### src/design/dtt_pkg.sv
// shared types, codes and helpers for the deadline timer table
package dtt_pkg;

  localparam int SLOTS_DEF   = 16;
  localparam int MAX_RESULTS = 16;
  localparam int IDX_W       = 6;
  localparam logic [31:0] WINDOW_RESET = 32'd3600000;
  localparam logic [47:0] ALL_ONES48   = '1;

  localparam logic [2:0] OP_ADD     = 3'd0;
  localparam logic [2:0] OP_CANCEL  = 3'd1;
  localparam logic [2:0] OP_REFRESH = 3'd2;
  localparam logic [2:0] OP_RESET   = 3'd3;
  localparam logic [2:0] OP_QUERY   = 3'd4;
  localparam logic [2:0] OP_EXPIRE  = 3'd5;

  localparam logic [1:0] ST_DONE   = 2'd0;
  localparam logic [1:0] ST_REJECT = 2'd1;
  localparam logic [1:0] ST_FULL   = 2'd2;

  typedef enum logic [2:0] {
    CC_NONE, CC_ADD, CC_CANCEL, CC_SETDL, CC_SETDLPER, CC_MARK, CC_EXPIRE
  } cell_op_t;

  typedef struct packed {
    cell_op_t           op;
    logic [IDX_W-1:0]   idx;
    logic [47:0]        dl;
    logic [31:0]        per;
    logic               rec;
    logic               jump;
    logic [47:0]        now;
  } cell_cmd_t;

  typedef struct packed {
    logic             go;
    logic             use_due;
    logic             found;
    logic [47:0]      dl;
    logic [IDX_W-1:0] idx;
  } scan_t;

  function automatic logic [47:0] sat_add48(input logic [47:0] a, input logic [31:0] b);
    logic [48:0] s;
    s = {1'b0, a} + {17'b0, b};
    return s[48] ? ALL_ONES48 : s[47:0];
  endfunction

endpackage

### src/design/dtt_cell.sv
// one timer slot with its stage of the earliest-deadline scan chain
module dtt_cell #(
  parameter int IDX = 0
) (
  input  logic              clk,
  input  logic              rst_n,
  input  dtt_pkg::cell_cmd_t cmd,
  input  dtt_pkg::scan_t    tok_in,
  output dtt_pkg::scan_t    tok_out,
  output logic              active,
  output logic [47:0]       deadline,
  output logic [31:0]       period
);
  import dtt_pkg::*;

  logic        active_r, active_nxt;
  logic        due_r, due_nxt;
  logic        rec_r, rec_nxt;
  logic [47:0] dl_r, dl_nxt;
  logic [31:0] per_r, per_nxt;
  scan_t       tok_r, tok_nxt;
  logic        hit, cand;

  assign hit  = (cmd.idx == IDX_W'(IDX));
  assign cand = active_r && (!tok_in.use_due || due_r);

  always_comb begin
    active_nxt = active_r;
    due_nxt    = due_r;
    rec_nxt    = rec_r;
    dl_nxt     = dl_r;
    per_nxt    = per_r;
    case (cmd.op)
      CC_ADD: if (hit) begin
        active_nxt = 1'b1;
        dl_nxt     = cmd.dl;
        per_nxt    = cmd.per;
        rec_nxt    = cmd.rec;
      end
      CC_CANCEL: if (hit) active_nxt = 1'b0;
      CC_SETDL: if (hit) dl_nxt = cmd.dl;
      CC_SETDLPER: if (hit) begin
        dl_nxt  = cmd.dl;
        per_nxt = cmd.per;
      end
      CC_MARK: due_nxt = active_r && (cmd.jump || dl_r <= cmd.now);
      CC_EXPIRE: if (hit) begin
        due_nxt = 1'b0;
        if (rec_r) dl_nxt = cmd.dl;
        else active_nxt = 1'b0;
      end
      default: ;
    endcase
    // earlier deadline wins, ties stay with the lower slot upstream
    tok_nxt = tok_in;
    if (tok_in.go && cand && (!tok_in.found || dl_r < tok_in.dl)) begin
      tok_nxt.found = 1'b1;
      tok_nxt.dl    = dl_r;
      tok_nxt.idx   = IDX_W'(IDX);
    end
  end

  always_ff @(posedge clk) begin
    if (!rst_n) begin
      active_r <= 1'b0;
      due_r    <= 1'b0;
      tok_r    <= '0;
    end else begin
      active_r <= active_nxt;
      due_r    <= due_nxt;
      tok_r    <= tok_nxt;
    end
    rec_r <= rec_nxt;
    dl_r  <= dl_nxt;
    per_r <= per_nxt;
  end

  assign tok_out  = tok_r;
  assign active   = active_r;
  assign deadline = dl_r;
  assign period   = per_r;
endmodule

### config.mk
export PLATFORM = sky130hd
export DESIGN_NAME = dtt_cell
export DESIGN_NICKNAME = d
export VERILOG_FILES = /design/src/design/dtt_pkg.sv /design/src/design/dtt_cell.sv
export SDC_FILE = /design/constraint.sdc
export NUM_CORES = 1
export LEC_CHECK = 0
export BUFFER_PORTS_ARGS = -buffer_cell sky130_fd_sc_hd__buf_2
export CAP_MARGIN = 40
export CORE_MARGIN = 5
export CORE_UTILIZATION = 51
export CTS_CLUSTER_SIZE = 14
export DETAILED_ROUTE_END_ITERATION = 10
export PLACE_DENSITY = 0.86
export SLEW_MARGIN = 20
export SYNTH_ARGS = -nofsm -noshare
export SYNTH_HDL_FRONTEND = slang
export SYNTH_SLANG_ARGS = --single-unit
### constraint.sdc
create_clock -name clk -period 12.1 [get_ports clk]
set_input_delay 2.42 -clock clk [delete_from_list [all_inputs] [get_ports clk]]
set_output_delay 2.42 -clock clk [all_outputs]
set_load 0.02 [all_outputs]
==> run metrics <==
Final Cell Area 9660 um^2; worst clock skew 0.00797 ns; core box area 13,900 um^2; total global routing overflow 0; asr flop ratio synth 0%; pre-CTS setup slack 6.97 ns; power per cell area 117 nW/um^2; Total Wirelength 21.8 mm; Reg clk slew, reported paths 0.06 ns; HP Class flip-flop to flip-flop; Comb pwr share 11.0%; PostCTS Resize Cnt 0; Worst VDD drop 0.000139 V; Core Util, Final 69.3%; Seq cells post-synth 140; Final Cycle Share 39.0%; detailed-route via count 6,219; crit path max fanout 35; status finished clean; starting density of the core 52.1%; multiplexer area fraction after synthesis 6.62%; drt drc 0; H-tree Lvls 4; port bufs 335; Setup CP Type input port to flip-flop; simple-gate share of the synthesized area 13.0%; Inst Count DP 1,183; CTS tree yes; Iter 0 DRT Violations 287; most common cell after layout, fill and taps aside buf_2; WL/cell 17.9 um; Chip Width 129 um; Compound-Gate Fraction of Synth Area 7.47%; Required @ worst endpoint 12.44 ns; Row Count 43; crit end category flip-flop; Pre-antenna DRT Iters 4; Lkg Pwr 5.22 nW; total power 1.13 mW; HPWL Detailed 17.4 mm; worst slew pin tran 0.722 ns; Worst Hold Slack 0.516 ns; slew margin rel. 51.9%; Clk pwr share 43.1%; vias in the first global route 6,381; Cell Area, Synth 7250 um^2; # clock sinks 140; Reg power frac 45.9%; setup violators final 0; Avg Inst Size Synth 10.7 um^2; post-route ant nets 0; Worst EP arrival 5.06 ns; first-pass GRT wire length 32.6 mm; commonest cells after routing, fill and taps aside buf_2 (334), nand2_1 (118), inv_1 (100); main combinational cell family by area after synthesis adder cells; non-filler cells, final 1,216; DIE AREA 16,700 um^2; Root Driver clkbuf_16; Cell variety after synth 55; fin crit period 4.72 ns; Pint 0.852 mW; sw frac 24.5%; CTS buffer count 17; nets@finish 1,315; post-synthesis adder-cell area fraction 16.4%; final setup margin 7.38 ns; I/O pins 336; Max Root-Sink Buffers 2; Startpoint Class input port; total track usage 25.4%; Post-CTS Hold Fix Bufs 0; Synth-to-Final Area Change 33.2%; synthesized net count 974; Die H 129 um; routability congestion estimate 0.845; f_max 212 MHz; Final Hold Viols 0; sequential share of the synthesized area 49.8%; largest net degree at the start of global routing 74; setup_tns 0 ns; Max Slew Vio Count 0; Post-synth EDFFs 81; Switch Pwr 0.276 mW; initial antenna violation count 3; XOR/XNOR Fraction of Synth Area 0%; RSZ-0062 raised after global routing false; share of post-route cells with drive strength above 1 37.2%; via density per instance 5.11; number of post-CTS setup repair buffers 0; Mapped Cells 681; top_reg_cell synth edfxtp_1; area post-placement 9110 um^2; clock insertion delay at the later pin of the skew report 0.41 ns; Yosys Warn Count 0; max cap viols 0
power groups by stage:
stage / registers (mW) / logic, mW / clock network, mW
after global routing: 0.518 / 0.139 / 0.517
after global placement: 0.527 / 0.118 / 0
after detailed placement: 0.527 / 0.123 / 0
final: 0.517 / 0.124 / 0.486
after CTS: 0.517 / 0.125 / 0.494
after floorplan: 0.542 / 0.0490 / 0
cells in the mapped netlist, types with 3 or more instances:
cell type | number | area, um^2
dfxtp_1 | 59 | 1180
edfxtp_1 | 81 | 2430
nand4_1 | 13 | 81.3
nand3_1 | 14 | 70.1
inv_1 | 100 | 375
nand2_1 | 118 | 443
nor2_1 | 15 | 56.3
buf_6 | 5 | 56.3
mux2i_1 | 48 | 480
ha_1 | 95 | 1190
nor2b_1 | 3 | 18.8
a21oi_1 | 29 | 145
nor4_1 | 3 | 18.8
clkbuf_1 | 11 | 41.3
and3_1 | 8 | 50.1
a221oi_1 | 4 | 35.0
o21ai_0 | 14 | 70.1
a21o_1 | 9 | 67.6
o211ai_1 | 3 | 22.5
and4_1 | 4 | 35.0
metal layers:
layer / part of all wire [%] / GRT usage [%] / routed length, um / up-vias
met5: 0.097 / 0 / 21 / -
met4: 2.6 / 9.14 / 565 / 4
met3: 7.8 / 7.25 / 1690 / 40
met2: 50 / 44.3 / 10900 / 257
met1: 39 / 29.9 / 8550 / 2863
li1: - / - / - / 3055
critical path: stages:
cell,delay (ns)
buf_2,0.09
inv_1,0.04
ha_1,0.34
nand3_1,0.14
nor4_2,0.46
nand4_1,0.28
o21ai_1,0.25
o31ai_2,0.11
nand2_4,0.33
buf_16,0.27
mux2i_1,0.23
layout make-up:
cell class                      instances  area [um^2]
Tap cell                              180          225
Antenna cell                            1         2.50
Timing Repair Buffer                  339         1730
Inverter                              101          379
Clock buffer                           18          429
Clock inverter                         14          121
Multi-Input combinational cell        423         3160
Fill cell                            1045         4270
Sequential cell                       140         3610
worst paths after layout:
check	start	to	slack, ns	cells past startpoint
worst min-delay path	active	active	0.52	2
worst max-delay path	tok_in[52]	tok_out[52]	7.38	11
worst min register to register	active	active	0.52	2
worst max register to register	deadline[39]	tok_out[52]	9.03	9
registers in the layout, indices dropped and copies added (netlist names):
signal / cells
rec_r: 1
due_r: 1
tok_out: 57
deadline: 48
active: 1
period: 32
logic make-up (layout without fill, tap and decap cells):
family                   count (synthesis)  after routing
AND/OR/NAND/NOR                        197            197
AO/OA/AOI/OAI                           83             83
flip-flops                             140            140
multiplexers                            48             48
adder cells (fa/ha/maj)                 95             95
other                                    0              1
buffers and inverters                  118            472
(Power assumes the default switching activity.)
